==> src/sv/rne_pkg.sv <==
// ----------------------------------------------------------------------------
// rne_pkg
// Shared types and constants for the Roman numeral encoder.
// ----------------------------------------------------------------------------
package rne_pkg;

  localparam int VALUE_W  = 16;
  localparam int LETTER_W = 7;
  localparam int DIGIT_W  = 4;
  localparam int TH_RAW_W = 7;   // value / 1000 for any 16-bit value
  localparam int REM_W    = 10;  // remainder below 1000
  localparam int R2_W     = 7;   // remainder below 100

  // Reciprocal constants for exact division of the given ranges
  localparam logic [16:0] RECIP_1000 = 17'd67109;  // shift 26, 16-bit input
  localparam int          SHIFT_1000 = 26;
  localparam logic [10:0] RECIP_100  = 11'd1311;   // shift 17, 10-bit input
  localparam int          SHIFT_100  = 17;
  localparam logic [6:0]  RECIP_10   = 7'd103;     // shift 10, 7-bit input
  localparam int          SHIFT_10   = 10;

  localparam int QDEPTH = 4;
  localparam int QA_W   = 2;

  // Digit codes beyond 9: one letter still to go in a subtractive pair
  localparam logic [DIGIT_W-1:0] DIG_PEND_TEN  = 4'd10;
  localparam logic [DIGIT_W-1:0] DIG_PEND_FIVE = 4'd11;

  localparam logic [LETTER_W-1:0] LETTER_NONE = 7'h00;
  localparam logic [LETTER_W-1:0] ASC_I = 7'h49;
  localparam logic [LETTER_W-1:0] ASC_V = 7'h56;
  localparam logic [LETTER_W-1:0] ASC_X = 7'h58;
  localparam logic [LETTER_W-1:0] ASC_L = 7'h4C;
  localparam logic [LETTER_W-1:0] ASC_C = 7'h43;
  localparam logic [LETTER_W-1:0] ASC_D = 7'h44;
  localparam logic [LETTER_W-1:0] ASC_M = 7'h4D;

  localparam logic [1:0] PLACE_ONES = 2'd0;
  localparam logic [1:0] PLACE_TENS = 2'd1;
  localparam logic [1:0] PLACE_HUND = 2'd2;

  typedef struct packed {
    logic               err;
    logic [DIGIT_W-1:0] hund;
    logic [DIGIT_W-1:0] tens;
    logic [DIGIT_W-1:0] ones;
  } rne_digits_t;

  localparam int DIG_W = $bits(rne_digits_t);

  function automatic logic [LETTER_W-1:0] one_letter(input logic [1:0] place);
    logic [LETTER_W-1:0] l;
    case (place)
      PLACE_ONES: l = ASC_I;
      PLACE_TENS: l = ASC_X;
      PLACE_HUND: l = ASC_C;
      default:    l = ASC_I;
    endcase
    return l;
  endfunction

  function automatic logic [LETTER_W-1:0] five_letter(input logic [1:0] place);
    logic [LETTER_W-1:0] l;
    case (place)
      PLACE_ONES: l = ASC_V;
      PLACE_TENS: l = ASC_L;
      PLACE_HUND: l = ASC_D;
      default:    l = ASC_V;
    endcase
    return l;
  endfunction

  function automatic logic [LETTER_W-1:0] ten_letter(input logic [1:0] place);
    logic [LETTER_W-1:0] l;
    case (place)
      PLACE_ONES: l = ASC_X;
      PLACE_TENS: l = ASC_C;
      PLACE_HUND: l = ASC_M;
      default:    l = ASC_X;
    endcase
    return l;
  endfunction

endpackage

==> src/sv/rne_front.sv <==
// ----------------------------------------------------------------------------
// rne_front
// Accepts values, range-checks them and splits them into thousands and
// decimal digits over a six-stage pipeline with a common advance enable.
// ----------------------------------------------------------------------------
module rne_front #(
  parameter int MAX_THOUSANDS = 3,
  parameter int TH_W          = 2
) (
  input  logic                      clk,
  input  logic                      rst_n,
  input  logic                      in_push,
  input  logic [rne_pkg::VALUE_W-1:0] in_value,
  output logic                      in_full,
  input  logic                      q_full,
  output logic                      q_push,
  output logic [TH_W-1:0]           q_th,
  output rne_pkg::rne_digits_t      q_dig
);
  import rne_pkg::*;

  localparam logic [VALUE_W-1:0] MAX_VALUE = VALUE_W'(MAX_THOUSANDS * 1000 + 999);

  logic [5:0] vld_r;
  logic       en;

  logic [VALUE_W-1:0]  v1_r;
  logic [VALUE_W-1:0]  v2_r;
  logic [TH_RAW_W-1:0] th2_r, th3_r, th4_r, th5_r, th6_r;
  logic                err2_r, err3_r, err4_r, err5_r, err6_r;
  logic [REM_W-1:0]    rem3_r, rem4_r;
  logic [DIGIT_W-1:0]  h4_r, h5_r, h6_r;
  logic [R2_W-1:0]     r2_5_r, r2_6_r;
  logic [DIGIT_W-1:0]  t6_r;

  logic [32:0]         prod1;
  logic [TH_RAW_W-1:0] th1;
  logic                err1;
  logic [VALUE_W-1:0]  rem_wide;
  logic [20:0]         prod3;
  logic [REM_W-1:0]    r2_wide;
  logic [13:0]         prod5;
  logic [R2_W-1:0]     u_wide;

  assign en      = !(vld_r[5] && q_full);
  assign in_full = !en;
  assign q_push  = vld_r[5] && !q_full;

  assign prod1    = 33'(v1_r) * 33'(RECIP_1000);
  assign th1      = prod1[SHIFT_1000 +: TH_RAW_W];
  assign err1     = (v1_r == '0) || (v1_r > MAX_VALUE);
  assign rem_wide = v2_r - (VALUE_W'(th2_r) * VALUE_W'(1000));
  assign prod3    = 21'(rem3_r) * 21'(RECIP_100);
  assign r2_wide  = rem4_r - (REM_W'(h4_r) * REM_W'(100));
  assign prod5    = 14'(r2_5_r) * 14'(RECIP_10);
  assign u_wide   = r2_6_r - (R2_W'(t6_r) * R2_W'(10));

  always_ff @(posedge clk) begin
    if (!rst_n) begin
      vld_r <= '0;
    end else if (en) begin
      vld_r <= {vld_r[4:0], in_push};
    end
  end

  always_ff @(posedge clk) begin
    if (en) begin
      v1_r   <= in_value;
      v2_r   <= v1_r;
      th2_r  <= th1;
      err2_r <= err1;
      th3_r  <= th2_r;
      err3_r <= err2_r;
      rem3_r <= rem_wide[REM_W-1:0];
      th4_r  <= th3_r;
      err4_r <= err3_r;
      rem4_r <= rem3_r;
      h4_r   <= prod3[SHIFT_100 +: DIGIT_W];
      th5_r  <= th4_r;
      err5_r <= err4_r;
      h5_r   <= h4_r;
      r2_5_r <= r2_wide[R2_W-1:0];
      th6_r  <= th5_r;
      err6_r <= err5_r;
      h6_r   <= h5_r;
      r2_6_r <= r2_5_r;
      t6_r   <= prod5[SHIFT_10 +: DIGIT_W];
    end
  end

  assign q_th       = th6_r[TH_W-1:0];
  assign q_dig.err  = err6_r;
  assign q_dig.hund = h6_r;
  assign q_dig.tens = t6_r;
  assign q_dig.ones = u_wide[DIGIT_W-1:0];

endmodule

==> src/sv/rne_fifo.sv <==
// ----------------------------------------------------------------------------
// rne_fifo
// Short word queue between the front pipeline and the letter sequencer.
// ----------------------------------------------------------------------------
module rne_fifo #(
  parameter int W = 15
) (
  input  logic         clk,
  input  logic         rst_n,
  input  logic         push,
  input  logic [W-1:0] wr_data,
  input  logic         pop,
  output logic [W-1:0] rd_data,
  output logic         full,
  output logic         empty
);
  import rne_pkg::*;

  logic [W-1:0]  mem_r [QDEPTH];
  logic [QA_W-1:0] wp_r, rp_r;
  logic [QA_W:0]   cnt_r;

  assign full    = (cnt_r == (QA_W+1)'(QDEPTH));
  assign empty   = (cnt_r == '0);
  assign rd_data = mem_r[rp_r];

  always_ff @(posedge clk) begin
    if (push) begin
      mem_r[wp_r] <= wr_data;
    end
  end

  always_ff @(posedge clk) begin
    if (!rst_n) begin
      wp_r  <= '0;
      rp_r  <= '0;
      cnt_r <= '0;
    end else begin
      if (push) begin
        wp_r <= wp_r + 1'b1;
      end
      if (pop) begin
        rp_r <= rp_r + 1'b1;
      end
      case ({push, pop})
        2'b10:   cnt_r <= cnt_r + 1'b1;
        2'b01:   cnt_r <= cnt_r - 1'b1;
        default: cnt_r <= cnt_r;
      endcase
    end
  end

endmodule

==> src/sv/rne_back.sv <==
// ----------------------------------------------------------------------------
// rne_back
// Letter sequencer: walks the thousands count and the three decimal digits
// of one entry into the result register, one letter per cycle when free.
// ----------------------------------------------------------------------------
module rne_back #(
  parameter int TH_W = 2
) (
  input  logic                         clk,
  input  logic                         rst_n,
  input  logic                         q_empty,
  input  logic [TH_W-1:0]              q_th,
  input  rne_pkg::rne_digits_t         q_dig,
  output logic                         q_pop,
  output logic                         out_empty,
  input  logic                         out_pop,
  output logic [rne_pkg::LETTER_W-1:0] out_letter,
  output logic                         out_last,
  output logic                         out_error
);
  import rne_pkg::*;

  logic                busy_r;
  logic [TH_W-1:0]     m_r;
  logic [DIGIT_W-1:0]  d_r [3];
  logic                err_r;

  logic                out_vld_r;
  logic [LETTER_W-1:0] letter_r;
  logic                last_r;
  logic                error_r;

  logic                src_vld;
  logic [TH_W-1:0]     src_m;
  logic [DIGIT_W-1:0]  src_d [3];
  logic                src_err;

  logic [TH_W-1:0]     m_nxt;
  logic [DIGIT_W-1:0]  d_nxt [3];
  logic [LETTER_W-1:0] letter_nxt;
  logic                last_nxt;
  logic [1:0]          place;
  logic                fire;
  logic                can_load;

  assign src_vld  = busy_r || !q_empty;
  assign src_m    = busy_r ? m_r : q_th;
  assign src_err  = busy_r ? err_r : q_dig.err;
  assign src_d[0] = busy_r ? d_r[0] : q_dig.ones;
  assign src_d[1] = busy_r ? d_r[1] : q_dig.tens;
  assign src_d[2] = busy_r ? d_r[2] : q_dig.hund;

  assign can_load = !out_vld_r || out_pop;
  assign fire     = src_vld && can_load;
  assign q_pop    = fire && !busy_r;

  always_comb begin
    m_nxt      = src_m;
    d_nxt      = src_d;
    letter_nxt = LETTER_NONE;
    place      = PLACE_ONES;
    if (src_err) begin
      letter_nxt = LETTER_NONE;
    end else if (src_m != '0) begin
      letter_nxt = ASC_M;
      m_nxt      = src_m - 1'b1;
    end else begin
      if (src_d[2] != '0) begin
        place = PLACE_HUND;
      end else if (src_d[1] != '0) begin
        place = PLACE_TENS;
      end else begin
        place = PLACE_ONES;
      end
      case (src_d[place])
        4'd9: begin
          letter_nxt   = one_letter(place);
          d_nxt[place] = DIG_PEND_TEN;
        end
        DIG_PEND_TEN: begin
          letter_nxt   = ten_letter(place);
          d_nxt[place] = '0;
        end
        4'd4: begin
          letter_nxt   = one_letter(place);
          d_nxt[place] = DIG_PEND_FIVE;
        end
        DIG_PEND_FIVE: begin
          letter_nxt   = five_letter(place);
          d_nxt[place] = '0;
        end
        4'd5, 4'd6, 4'd7, 4'd8: begin
          letter_nxt   = five_letter(place);
          d_nxt[place] = src_d[place] - 4'd5;
        end
        4'd1, 4'd2, 4'd3: begin
          letter_nxt   = one_letter(place);
          d_nxt[place] = src_d[place] - 4'd1;
        end
        default: begin
          letter_nxt   = one_letter(place);
          d_nxt[place] = '0;
        end
      endcase
    end
    last_nxt = src_err ||
               ((m_nxt == '0) && (d_nxt[0] == '0) && (d_nxt[1] == '0) && (d_nxt[2] == '0));
  end

  always_ff @(posedge clk) begin
    if (!rst_n) begin
      busy_r    <= 1'b0;
      out_vld_r <= 1'b0;
    end else begin
      if (fire) begin
        busy_r    <= !last_nxt;
        out_vld_r <= 1'b1;
      end else if (out_pop) begin
        out_vld_r <= 1'b0;
      end
    end
  end

  always_ff @(posedge clk) begin
    if (fire) begin
      m_r      <= m_nxt;
      d_r      <= d_nxt;
      err_r    <= src_err;
      letter_r <= letter_nxt;
      last_r   <= last_nxt;
      error_r  <= src_err;
    end
  end

  assign out_empty  = !out_vld_r;
  assign out_letter = letter_r;
  assign out_last   = last_r;
  assign out_error  = error_r;

endmodule

==> src/sv/roman_numeral_encoder.sv <==
// ----------------------------------------------------------------------------
// roman_numeral_encoder
// Converts a 16-bit unsigned value into its Roman numeral, one ASCII letter
// per result word, with the final letter flagged.
// ----------------------------------------------------------------------------
//  channel | ports                                   | handshake
//  --------+-----------------------------------------+-------------------------
//  input   | in_value[15:0]                          | in_push / in_full
//  result  | out_letter[6:0], out_last, out_error    | out_pop / out_empty
//
//  An item produces 1 to MAX_THOUSANDS+12 letters, set by the sequencer,
//  which issues one letter per cycle into the result register while the
//  result is not held. A queued item follows the previous one with no gap
//  between their letters. The first letter passes through the six-stage
//  digit split, the 4-word queue and the result register.
//  Reset is synchronous; it empties the pipeline, queue and result register.
//  A held result stalls the sequencer; a full queue stalls the front and
//  raises in_full when the front's last stage holds a value.
// ----------------------------------------------------------------------------
module roman_numeral_encoder #(
  parameter int MAX_THOUSANDS = 3
) (
  input  logic                         clk,
  input  logic                         rst_n,
  input  logic                         in_push,
  input  logic [rne_pkg::VALUE_W-1:0]  in_value,
  output logic                         in_full,
  output logic                         out_empty,
  input  logic                         out_pop,
  output logic [rne_pkg::LETTER_W-1:0] out_letter,
  output logic                         out_last,
  output logic                         out_error
);
  import rne_pkg::*;

  localparam int TH_W = $clog2(MAX_THOUSANDS + 1);
  localparam int QW   = TH_W + DIG_W;

  logic            q_push, q_pop, q_full, q_empty;
  logic [TH_W-1:0] fe_th;
  rne_digits_t     fe_dig;
  logic [QW-1:0]   q_rd;

  rne_front #(
    .MAX_THOUSANDS(MAX_THOUSANDS),
    .TH_W         (TH_W)
  ) u_front (
    .clk     (clk),
    .rst_n   (rst_n),
    .in_push (in_push),
    .in_value(in_value),
    .in_full (in_full),
    .q_full  (q_full),
    .q_push  (q_push),
    .q_th    (fe_th),
    .q_dig   (fe_dig)
  );

  rne_fifo #(
    .W(QW)
  ) u_fifo (
    .clk    (clk),
    .rst_n  (rst_n),
    .push   (q_push),
    .wr_data({fe_th, fe_dig}),
    .pop    (q_pop),
    .rd_data(q_rd),
    .full   (q_full),
    .empty  (q_empty)
  );

  rne_back #(
    .TH_W(TH_W)
  ) u_back (
    .clk       (clk),
    .rst_n     (rst_n),
    .q_empty   (q_empty),
    .q_th      (q_rd[QW-1:DIG_W]),
    .q_dig     (rne_digits_t'(q_rd[DIG_W-1:0])),
    .q_pop     (q_pop),
    .out_empty (out_empty),
    .out_pop   (out_pop),
    .out_letter(out_letter),
    .out_last  (out_last),
    .out_error (out_error)
  );

endmodule

==> config.mk <==
export PLATFORM = sky130hd
export DESIGN_NAME = roman_numeral_encoder
export DESIGN_NICKNAME = d
export VERILOG_FILES = /design/src/sv/rne_pkg.sv /design/src/sv/rne_front.sv /design/src/sv/rne_fifo.sv /design/src/sv/rne_back.sv /design/src/sv/roman_numeral_encoder.sv
export SDC_FILE = /design/constraint.sdc
export NUM_CORES = 1
export LEC_CHECK = 0
export ABC_AREA = 1
export BUFFER_PORTS_ARGS = -buffer_cell sky130_fd_sc_hd__buf_2
export CAP_MARGIN = 25
export CORE_MARGIN = 2
export CORE_UTILIZATION = 45
export CTS_CLUSTER_SIZE = 16
export DETAILED_ROUTE_END_ITERATION = 10
export PLACE_DENSITY = 0.56
export SETUP_SLACK_MARGIN = 0.5
export SLEW_MARGIN = 20
export SYNTH_ARGS = -nofsm -noshare
export SYNTH_HDL_FRONTEND = slang
export SYNTH_SLANG_ARGS = --single-unit
==> constraint.sdc <==
create_clock -name clk -period 5 [get_ports clk]
set_input_delay 0.25 -clock clk [delete_from_list [all_inputs] [get_ports clk]]
set_output_delay 0.25 -clock clk [all_outputs]
set_load 0.01 [all_outputs]
==> results of run 1 <==
==> cells in the final DEF (no fill, tap or decap), drive strengths merged, types with 2 or more instances in the layout <==
cell	n
nor3	5
ha	277
a211oi	2
nand4	9
buf	93
o22ai	6
nand2	213
edfxtp	172
fa	76
a31oi	5
xnor2	14
a21oi	63
o21bai	4
a31o	2
or2	10
dlygate4sd3	16
o21a	4
o21ai	49
xor2	20
clkbuf	19
inv	327
nand3	79
nor4	2
a21o	4
nor2	81
dfxtp	17
o41ai	2
clkinv	9
==> layout make-up <==
type / count / area (µm²) / area share
clock inverter: 13 / 156 / 0.00902
sequential: 189 / 5510 / 0.317
clock buffer: 19 / 454 / 0.0262
multi-input combinational: 938 / 8620 / 0.497
inverter: 323 / 1220 / 0.0706
tap: 442 / 553 / 0.0319
timing repair buffer: 109 / 828 / 0.0478
==> worst paths after layout <==
kind,startpoint,to,slack [ns],depth (start not counted)
worst max-delay path,u_front.v1_r[2],u_front.th2_r[2],0.47,22
worst min-delay path,in_push,u_front.vld_r[0],0.06,3
worst max register to register,u_front.v1_r[2],u_front.th2_r[2],0.47,22
worst min register to register,u_front.h5_r[3],u_front.h6_r[3],0.42,0
==> flip-flops by register name (all words and copies together) (netlist names), 6 cells and up, named ones only <==
register	cells
u_front.v2_r	10
u_front.v1_r	16
u_back.d_r	12
u_front.vld_r	6
u_front.rem3_r	10
u_fifo.mem_r	60
u_front.r2_5_r	7
u_front.rem4_r	7
u_back.out_letter	6
u_front.th2_r	7
==> logic make-up after synthesis <==
group           Yosys count  share of synthesized area
buf+inv                 339                     0.0894
fa+ha+maj               353                      0.335
flops                   189                      0.370
simple gates            401                      0.129
other cells               1                   0.000252
xor+xnor                 34                     0.0200
compound gates          149                     0.0568
==> routing by layer <==
| metal | vias up | global-route usage | share of wire |
|---|---|---|---|
| met5 | - | 0 | 0 |
| met4 | 0 | 0.0564 | 0.021 |
| met3 | 30 | 0.0276 | 0.017 |
| met2 | 100 | 0.323 | 0.52 |
| met1 | 4720 | 0.218 | 0.45 |
| li1 | 5039 | - | - |
==> Yosys cell counts (5+ instances only) <==
master,instances
sky130_fd_sc_hd__o22ai_1,6
sky130_fd_sc_hd__inv_2,6
sky130_fd_sc_hd__nor3_1,5
sky130_fd_sc_hd__edfxtp_1,172
sky130_fd_sc_hd__nand3_2,10
sky130_fd_sc_hd__buf_4,6
sky130_fd_sc_hd__xor2_1,20
sky130_fd_sc_hd__nand3_1,65
sky130_fd_sc_hd__a31oi_1,5
sky130_fd_sc_hd__nand2_1,195
sky130_fd_sc_hd__nand4_1,9
sky130_fd_sc_hd__a21oi_1,61
sky130_fd_sc_hd__nor2_1,71
sky130_fd_sc_hd__nand2_2,13
sky130_fd_sc_hd__dfxtp_1,17
sky130_fd_sc_hd__nand2_4,5
sky130_fd_sc_hd__xnor2_1,14
sky130_fd_sc_hd__buf_2,6
sky130_fd_sc_hd__inv_1,311
sky130_fd_sc_hd__fa_1,76
sky130_fd_sc_hd__o21ai_0,48
sky130_fd_sc_hd__or2_1,7
sky130_fd_sc_hd__ha_1,277
==> tightest hold or removal path, stage by stage <==
cell                      delay, ns
sky130_fd_sc_hd__buf_2         0.07
sky130_fd_sc_hd__o21ai_0       0.07
sky130_fd_sc_hd__nor2_1        0.08
==> metrics by stage <==
step	std cells	worst slack, ns	instance area, µm²	util
CTS	2012	0.491	16800	0.516
global placement	1942	0.350	15600	0.481
floorplan	1466	0.516	14900	-
detailed placement	1942	0.297	15600	0.481
global route	2033	0.295	17300	0.533
finish	2033	0.475	17300	0.533
==> timing repair <==
item                                    4_1_cts  5_1_grt
endpoints found under the setup margin        9       13
cloned                                        0        0
hold endpoints to repair                     16        0
pin swaps                                    37       58
hold buffers                                 16        0
resized for setup                            38       77
setup buffers                                22       21
==> flow_summary_export.csv, run 1 <==
group,metric,value,unit
logic_synthesis,synth_top_cell_area_share,0.347,
floorplan,die-height,186,µm
sta,grt_setup_unrepaired,"yes",
sta,finalHoldWorstSlack,0.0629,ns
sta,timing.max_slew.rel_slack,0.348,
job,cap_violations,0,
layout,final.fill_count,2854,
critical_path,critPathKind,"reg2reg",
critical_path,required,5.18,ns
placement,hpwl,22000,µm
floorplan,core_area,32500,µm²
critical_path,critical-path-slowest-cell,"sky130_fd_sc_hd__edfxtp_1",
routing,first_pass_iters,5,
layout,nNetsFinal,1951,
logic_synthesis,synth.area.top_cells,"sky130_fd_sc_hd__edfxtp_1 35%, sky130_fd_sc_hd__ha_1 23%, sky130_fd_sc_hd__fa_1 10%, sky130_fd_sc_hd__inv_1 7.8%, sky130_fd_sc_hd__nand2_1 4.9%",
logic_synthesis,synthesis.yosys.warnings,0,
placement,finalWeightedCongestion,0.887,
layout,area_growth_syn_to_layout,16.5,%
logic_synthesis,post_synth_instance_area,14900,µm²
grt,grt_max_degree,78,
clock_tree,cts.sink_count,189,
grt,grt_antenna_before_repair,0,
floorplan,fp.dieArea,34500,µm²
grt,via_count_of_the_first_global_routing_pass,10000,
logic_synthesis,synth_sequential_area_ratio,0.370,
routing,routed-via-count,9889,
logic_synthesis,synth_async_sr_flop_share,0,
clock_tree,cts_buffer_depth,2,
routing,remaining_drc_errors,0,
critical_path,crit_path_cell_trace,"buf_6, fa_2, ha_4, ha_2, inv_2, fa_1, inv_1, ha_1, ha_1, nand2_2, nor2_2, a211oi_2, o41ai_2, a21oi_2, inv_2, a21oi_2, o21ai_2, nand3_1, o2111ai_2, a21o_1, buf_6, xor2_2",
clock_tree,number_of_cts_inserted_buffers,17,
routing,detail-route-antenna-nets,0,
routing,first_iter_violations,369,
logic_synthesis,synth_enable_flop_cells,172,
sta,achievable-frequency,221,MHz
logic_synthesis,synth_fp_nets,1839,
status,status,"finished clean",
routing,vias_per_cell,4.86,
logic_synthesis,yosysUniqueCellTypes,53,
routing,wl_per_cell,14.6,µm
sta,final.setup_skew,0.0161,ns
sta,timing.final.crit_share,0.905,
placement,port_buffers,29,
layout,diodes,0,
critical_path,worst_ep_arrival_time,4.71,ns
critical_path,stage_delay_of_the_slowest_cell_on_the_critical_path,0.51,ns
sta,final-max-slew-violation-count,0,
logic_synthesis,synth_area_per_cell,10.2,µm²
min_path,min_path_type,"in2reg",
critical_path,cp_max_fo,4,
floorplan,pin_count,31,
sta,post-route-min-period,4.53,ns
grt,grt_pass1_wl,48100,µm
clock_tree,path_clk_slew,0.07,ns
floorplan,std_cell_rows,66,
sta,timing.final.setup_violations,0,
clock_tree,clock_tree.root_cell,"sky130_fd_sc_hd__clkbuf_16",
grt,grt_use_total,0.179,
logic_synthesis,main_synth_ff_type,"sky130_fd_sc_hd__edfxtp_1",
sta,final_hold_viol_count,0,
logic_synthesis,synth_seq_cells,189,
sta,max_slew.worst_pin.slew,0.978,ns
critical_path,critPathBufInv,5,
clock_tree,cts_tree,"done",
sta,timing.setup.tns,0,ns
critical_path,worst_setup_path_end_kind,"flop",
logic_synthesis,post-synth-top-area-cell,"sky130_fd_sc_hd__edfxtp_1",
clock_tree,clkLatencyLatePin,0.44,ns
critical_path,timing.critical_path.from_type,"flop",
layout,final_layout_size_suffix_gt1_frac,0.175,
critical_path,critical_path.top_delay_family,"adder cells",
floorplan,die_width,186,µm
grt,grt_overflow_total,0,
logic_synthesis,instance_count_of_the_mapped_netlist,1466,
clock_tree,clock_tree.htree_level_count,4,
floorplan,floorplan.initialDensity,0.457,
routing,drt_wl_total,29700,µm
Power of run 1 is left out: the tool's default activity adds up to more than one toggle a clock period on the data nets, which glitch-free logic cannot reach.
==> run 2, diff against run 1 <==
Settings changed: REMOVE_ABC_BUFFERS set to 1.
==> run 2 against run 1 <==
Cell count is the same. Largest cell class unchanged. Core utilization fell by 0.54 points. Sequential cell count unchanged. Sequential share of layout area increased by 0.32 points. Hold slack improved by 0.026 ns. Design area fell by 1.0%. Global-route usage grew 0.69 points. Non-clock buffer count is the same. Clock skew down 0.0056 ns. Via count shrank 0.18%.
==> flow_summary_export.csv, run 2 (synthesized netlist as in run 1, its figures left out) <==
group,metric,value,unit
critical_path,critical-path-slowest-cell,"sky130_fd_sc_hd__fa_1",
clock_tree,clock_tree.root_cell,"sky130_fd_sc_hd__clkbuf_16",
sta,final.setup_skew,0.0105,ns
sta,grt_setup_unrepaired,"yes",
sta,timing.final.setup_violations,0,
layout,final_common_cell,"sky130_fd_sc_hd__inv_1",
floorplan,die_width,186,µm
floorplan,pin_count,31,
critical_path,cp_max_fo,3,
critical_path,regToRegStartpoint,"u_front.rem3_r[6]",
critical_path,worst_ep_arrival_time,4.68,ns
placement,port_buffers,29,
grt,grt_pass1_wl,50100,µm
layout,largest_register_ff_count,60,
grt,grt_max_degree,81,
routing,first_iter_violations,531,
critical_path,ff_to_ff_path_depth,21,
sta,timing.final.crit_share,0.900,
critical_path,r2r_slack,0.50,ns
critical_path,cp-endpoint,"u_front.h4_r[1]",
layout,final.fill_count,2956,
layout,nNetsFinal,1951,
grt,via_count_of_the_first_global_routing_pass,10100,
clock_tree,clkLatencyLatePin,0.43,ns
clock_tree,cts.sink_count,189,
critical_path,timing.critical_path.from_type,"flop",
layout,final_layout_size_suffix_gt1_frac,0.169,
floorplan,std_cell_rows,66,
clock_tree,clock_tree.htree_level_count,4,
sta,final_hold_viol_count,0,
routing,drt_wl_total,29600,µm
sta,fin_ws,0.501,ns
layout,utilization,0.528,
grt,grt_use_total,0.186,
sta,max_slew.worst_pin.slew,0.951,ns
layout,registers.top_by_ff_count,"u_fifo.mem_r",
layout,mostFrequentLayoutCells,"291 x sky130_fd_sc_hd__inv_1, 251 x sky130_fd_sc_hd__ha_1, 189 x sky130_fd_sc_hd__nand2_1, 172 x sky130_fd_sc_hd__edfxtp_1, 69 x sky130_fd_sc_hd__fa_1",
floorplan,die-height,186,µm
sta,post-route-min-period,4.50,ns
routing,vias_per_cell,4.86,
floorplan,core_area,32500,µm²
routing,first_pass_iters,5,
routing,remaining_drc_errors,0,
grt,grt_overflow_total,0,
status,status,"finished clean",
clock_tree,cts_tree,"done",
critical_path,worst_setup_path_end_kind,"flop",
layout,post_layout_nonfiller_instances,2033,
layout,largest_registers,"u_fifo.mem_r x60, u_front.v1_r x16, u_back.d_r x12",
routing,detail-route-antenna-nets,0,
critical_path,required,5.18,ns
floorplan,fp.dieArea,34500,µm²
clock_tree,cts_buffer_depth,2,
placement,numPlacedInstances,1943,
clock_tree,number_of_cts_inserted_buffers,17,
critical_path,critPathKind,"reg2reg",
critical_path,timing.critical_path.from,"u_front.rem3_r[6]",
routing,routed-via-count,9871,
placement,dpl_worst_slack,0.181,ns
placement,finalWeightedCongestion,0.833,
layout,diodes,0,
sta,timing.setup.tns,0,ns
routing,wl_per_cell,14.6,µm
clock_tree,path_clk_slew,0.07,ns
grt,grt_antenna_before_repair,0,
layout,area_growth_syn_to_layout,15.3,%
critical_path,crit_path_cell_trace,"inv_2, fa_1, inv_2, ha_4, inv_2, fa_1, inv_2, fa_1, fa_1, ha_4, a21oi_2, o21ai_2, a21oi_2, o21bai_1, nand2_1, nand2_2, a21oi_2, o21ai_2, nand3_1, nand2_1, xor2_1",
sta,achievable-frequency,222,MHz
min_path,min_path_type,"in2reg",
floorplan,floorplan.initialDensity,0.457,
sta,timing.max_slew.rel_slack,0.365,
min_path,source_of_the_worst_hold_timing_path,"in_push",
placement,hpwl,22300,µm
critical_path,critical_r2r_capture,"u_front.h4_r[1]",
critical_path,stage_delay_of_the_slowest_cell_on_the_critical_path,0.57,ns
job,cap_violations,0,
sta,final-max-slew-violation-count,0,
==> run 2: changes by cell type in the layout (fill, tap and decap cells not counted), sizes merged <==
cell	delta
clkbuf	+4
clkinv	-2
inv	-2
==> run 2: final cells by class <==
class | instances | area (µm²) | area share
Sequential cell | 189 | 5510 | 0.321
Clock inverter | 9 | 72.6 | 0.00423
Clock buffer | 23 | 500 | 0.0292
Inverter | 323 | 1220 | 0.0712
Multi-Input combinational cell | 938 | 8500 | 0.495
Timing Repair Buffer | 109 | 813 | 0.0474
Tap cell | 442 | 553 | 0.0322
==> run 2: worst min path at each step <==
stage	to	slack (ns)	cells after the start
after floorplan	u_front.v1_r[0]	0.35	0
after global placement	u_front.rem3_r[1]	0.40	0
after detailed placement	u_front.rem3_r[2]	0.40	0
after CTS	u_front.vld_r[0]	0.07	3
after global routing	u_front.vld_r[0]	0.09	3
final	u_front.vld_r[0]	0.09	3
==> run 2: worst max-delay path: cells and delay by family, from the launching register on <==
family,cells,cell delay (ns)
simple gates,4,0.28
flops,1,0.40
buf+inv,4,0.21
compound gates,6,0.64
xor+xnor,1,0.14
fa+ha+maj,6,2.59
==> run 2: per-layer routing <==
layer	share of wire	GRT usage
met5	0	0
met4	0.015	0.0479
met3	0.016	0.0258
met2	0.50	0.330
met1	0.46	0.238
==> run 2: repair_timing <==
action / CTS / global route
setup buffers: 30 / 11
pin swaps: 46 / 48
endpoints found under the hold margin: 16 / 0
setup endpoints to repair: 11 / 15
hold buffers: 16 / 0
gates resized for setup: 57 / 45
==> run 2: metrics by stage <==
| step | area [µm²] | hold WS (ns) |
|---|---|---|
| 3_5_place_dp | 15700 | 0.405 |
| 6_report | 17200 | 0.0889 |
| 5_1_grt | 17200 | 0.0877 |
| 3_3_place_gp | 15700 | 0.402 |
| 4_1_cts | 16900 | 0.0666 |
| 2_1_floorplan | 14800 | 0.349 |
Power of run 2 is left out for the same reason.
==> run 3, diff against run 2 <==
Settings changed: CORE_ASPECT_RATIO set to 1.4.
==> run 3 against run 2 <==
Routed wire length increased by 7.3%. Critical path type unchanged. Die area about the same. Fmax decreased by 1.6%. Via count increased by 1.9%. Core utilization increased by 0.59 points. Critical path depth decreased by 1. Global-route usage increased by 0.99 points. Design area increased by 1.0%. Non-clock buffer count unchanged. First-iteration DRC count decreased by 16%.
==> flow_summary_export.csv, run 3 (synthesized netlist as in run 1, its figures left out) <==
group,metric,value,unit
floorplan,floorplan.initialDensity,0.458,
sta,achievable-frequency,219,MHz
floorplan,die_width,158,µm
min_path,min_path_type,"in2reg",
floorplan,die-height,219,µm
sta,timing.max_slew.rel_slack,0.357,
layout,final.fill_count,2860,
floorplan,std_cell_rows,78,
layout,nNetsFinal,1951,
grt,grt_use_total,0.196,
sta,finalHoldWorstSlack,0.0531,ns
grt,grt_overflow_total,0,
clock_tree,cts_tree,"done",
critical_path,timing.critical_path.from_type,"flop",
sta,final-max-slew-violation-count,0,
floorplan,core_area,32500,µm²
critical_path,cp_max_fo,3,
placement,port_buffers,29,
clock_tree,path_clk_slew,0.07,ns
floorplan,fp.dieArea,34600,µm²
layout,largest_register_ff_count,60,
routing,drt_wl_total,31800,µm
routing,remaining_drc_errors,0,
placement,hpwl,23700,µm
sta,max_slew.worst_pin.slew,0.963,ns
critical_path,worst_setup_path_end_kind,"flop",
status,status,"finished clean",
clock_tree,clock_tree.htree_level_count,4,
critical_path,required,5.20,ns
layout,registers.top_by_ff_count,"u_fifo.mem_r",
grt,grt_antenna_before_repair,0,
routing,first_pass_iters,5,
routing,routed-via-count,10100,
floorplan,pin_count,31,
routing,vias_per_cell,4.95,
clock_tree,cts.sink_count,189,
grt,grt_max_degree,79,
routing,first_iter_violations,446,
layout,diodes,0,
critical_path,critPathKind,"reg2reg",
sta,post-route-min-period,4.57,ns
sta,timing.final.crit_share,0.914,
grt,via_count_of_the_first_global_routing_pass,10600,
routing,wl_per_cell,15.7,µm
layout,area_growth_syn_to_layout,16.5,%
sta,final_hold_viol_count,0,
layout,mostFrequentLayoutCells,"289 x sky130_fd_sc_hd__inv_1, 245 x sky130_fd_sc_hd__ha_1, 187 x sky130_fd_sc_hd__nand2_1, 172 x sky130_fd_sc_hd__edfxtp_1, 67 x sky130_fd_sc_hd__fa_1",
layout,largest_registers,"u_fifo.mem_r x60, u_front.v1_r x16, u_back.d_r x12",
grt,grt_pass1_wl,51900,µm
placement,finalWeightedCongestion,0.877,
clock_tree,clkLatencyLatePin,0.45,ns
clock_tree,number_of_cts_inserted_buffers,17,
job,cap_violations,0,
layout,final_common_cell,"sky130_fd_sc_hd__inv_1",
sta,final.setup_skew,0.0105,ns
clock_tree,clock_tree.root_cell,"sky130_fd_sc_hd__clkbuf_16",
routing,detail-route-antenna-nets,0,
layout,final_layout_size_suffix_gt1_frac,0.180,
clock_tree,cts_buffer_depth,2,
critical_path,worst_ep_arrival_time,4.77,ns
sta,timing.setup.tns,0,ns
sta,grt_setup_unrepaired,"yes",
sta,timing.final.setup_violations,0,
[run 3: cell count changes in the layout (fill, tap and decap cells not counted), moves of 3 or more]
cell	delta
sky130_fd_sc_hd__buf_6	+5
sky130_fd_sc_hd__buf_4	-6
sky130_fd_sc_hd__clkbuf_1	-3
sky130_fd_sc_hd__ha_1	-6
sky130_fd_sc_hd__ha_4	+7
[run 3: layer usage]
layer / GRT usage / routed length [µm] / part of all wire / up-vias
li1: - / - / - / 5038
met3: 0.0278 / 674 / 0.021 / 48
met1: 0.212 / 12200 / 0.38 / 4836
met4: 0.0776 / 1060 / 0.033 / 0
met5: 0 / 0 / 0 / -
met2: 0.377 / 17800 / 0.56 / 134
[run 3: worst paths after layout]
kind	slack, ns	from	end	cells past startpoint
hold / removal	0.05	in_push	u_front.vld_r[0]	3
hold reg to reg	0.42	u_front.err5_r	u_front.err6_r	0
setup reg to reg	0.43	u_front.rem3_r[6]	u_front.h4_r[2]	20
setup / recovery	0.43	u_front.rem3_r[6]	u_front.h4_r[2]	20
[run 3: what timing repair did]
action | in CTS | in global routing
resized for setup | 51 | 72
hold buffers | 16 | 0
hold endpoints to repair | 16 | 0
setup buffers | 25 | 17
pin swaps | 37 | 53
setup endpoints to repair | 11 | 15
[run 3: through the flow]
stage	setup slack [ns]	cell area (µm²)	instances	utilization
final	0.428	17300	2031	0.534
after global routing	0.216	17300	2031	0.534
after CTS	0.423	16800	2013	0.518
after detailed placement	0.232	15600	1940	0.481
after global placement	0.287	15600	1940	0.481
after floorplan	0.496	14800	1450	-
[run 3: layout make-up]
| class | instances | area, µm² | area share |
|---|---|---|---|
| Clock buffer | 17 | 425 | 0.0245 |
| Clock inverter | 15 | 174 | 0.0100 |
| Inverter | 323 | 1220 | 0.0705 |
| Multi-Input combinational cell | 938 | 8620 | 0.497 |
| Sequential cell | 189 | 5510 | 0.317 |
| Tap cell | 440 | 551 | 0.0317 |
| Timing Repair Buffer | 109 | 845 | 0.0487 |
[run 3: worst max-delay path, cell delays in order, from the launching register on]
cell	delay (ns)
sky130_fd_sc_hd__edfxtp_1	0.40
sky130_fd_sc_hd__inv_2	0.06
sky130_fd_sc_hd__fa_1	0.52
sky130_fd_sc_hd__inv_2	0.07
sky130_fd_sc_hd__ha_4	0.26
sky130_fd_sc_hd__inv_2	0.03
sky130_fd_sc_hd__fa_1	0.51
sky130_fd_sc_hd__inv_2	0.04
sky130_fd_sc_hd__fa_1	0.54
sky130_fd_sc_hd__fa_1	0.43
sky130_fd_sc_hd__ha_1	0.30
sky130_fd_sc_hd__a21oi_1	0.14
sky130_fd_sc_hd__o21ai_1	0.07
sky130_fd_sc_hd__a21oi_1	0.16
sky130_fd_sc_hd__o21bai_1	0.10
sky130_fd_sc_hd__nand2_1	0.08
sky130_fd_sc_hd__nand2_2	0.06
sky130_fd_sc_hd__buf_4	0.14
sky130_fd_sc_hd__a31oi_4	0.18
sky130_fd_sc_hd__o21ai_2	0.07
sky130_fd_sc_hd__xor2_1	0.14
Power of run 3 is left out for the same reason.
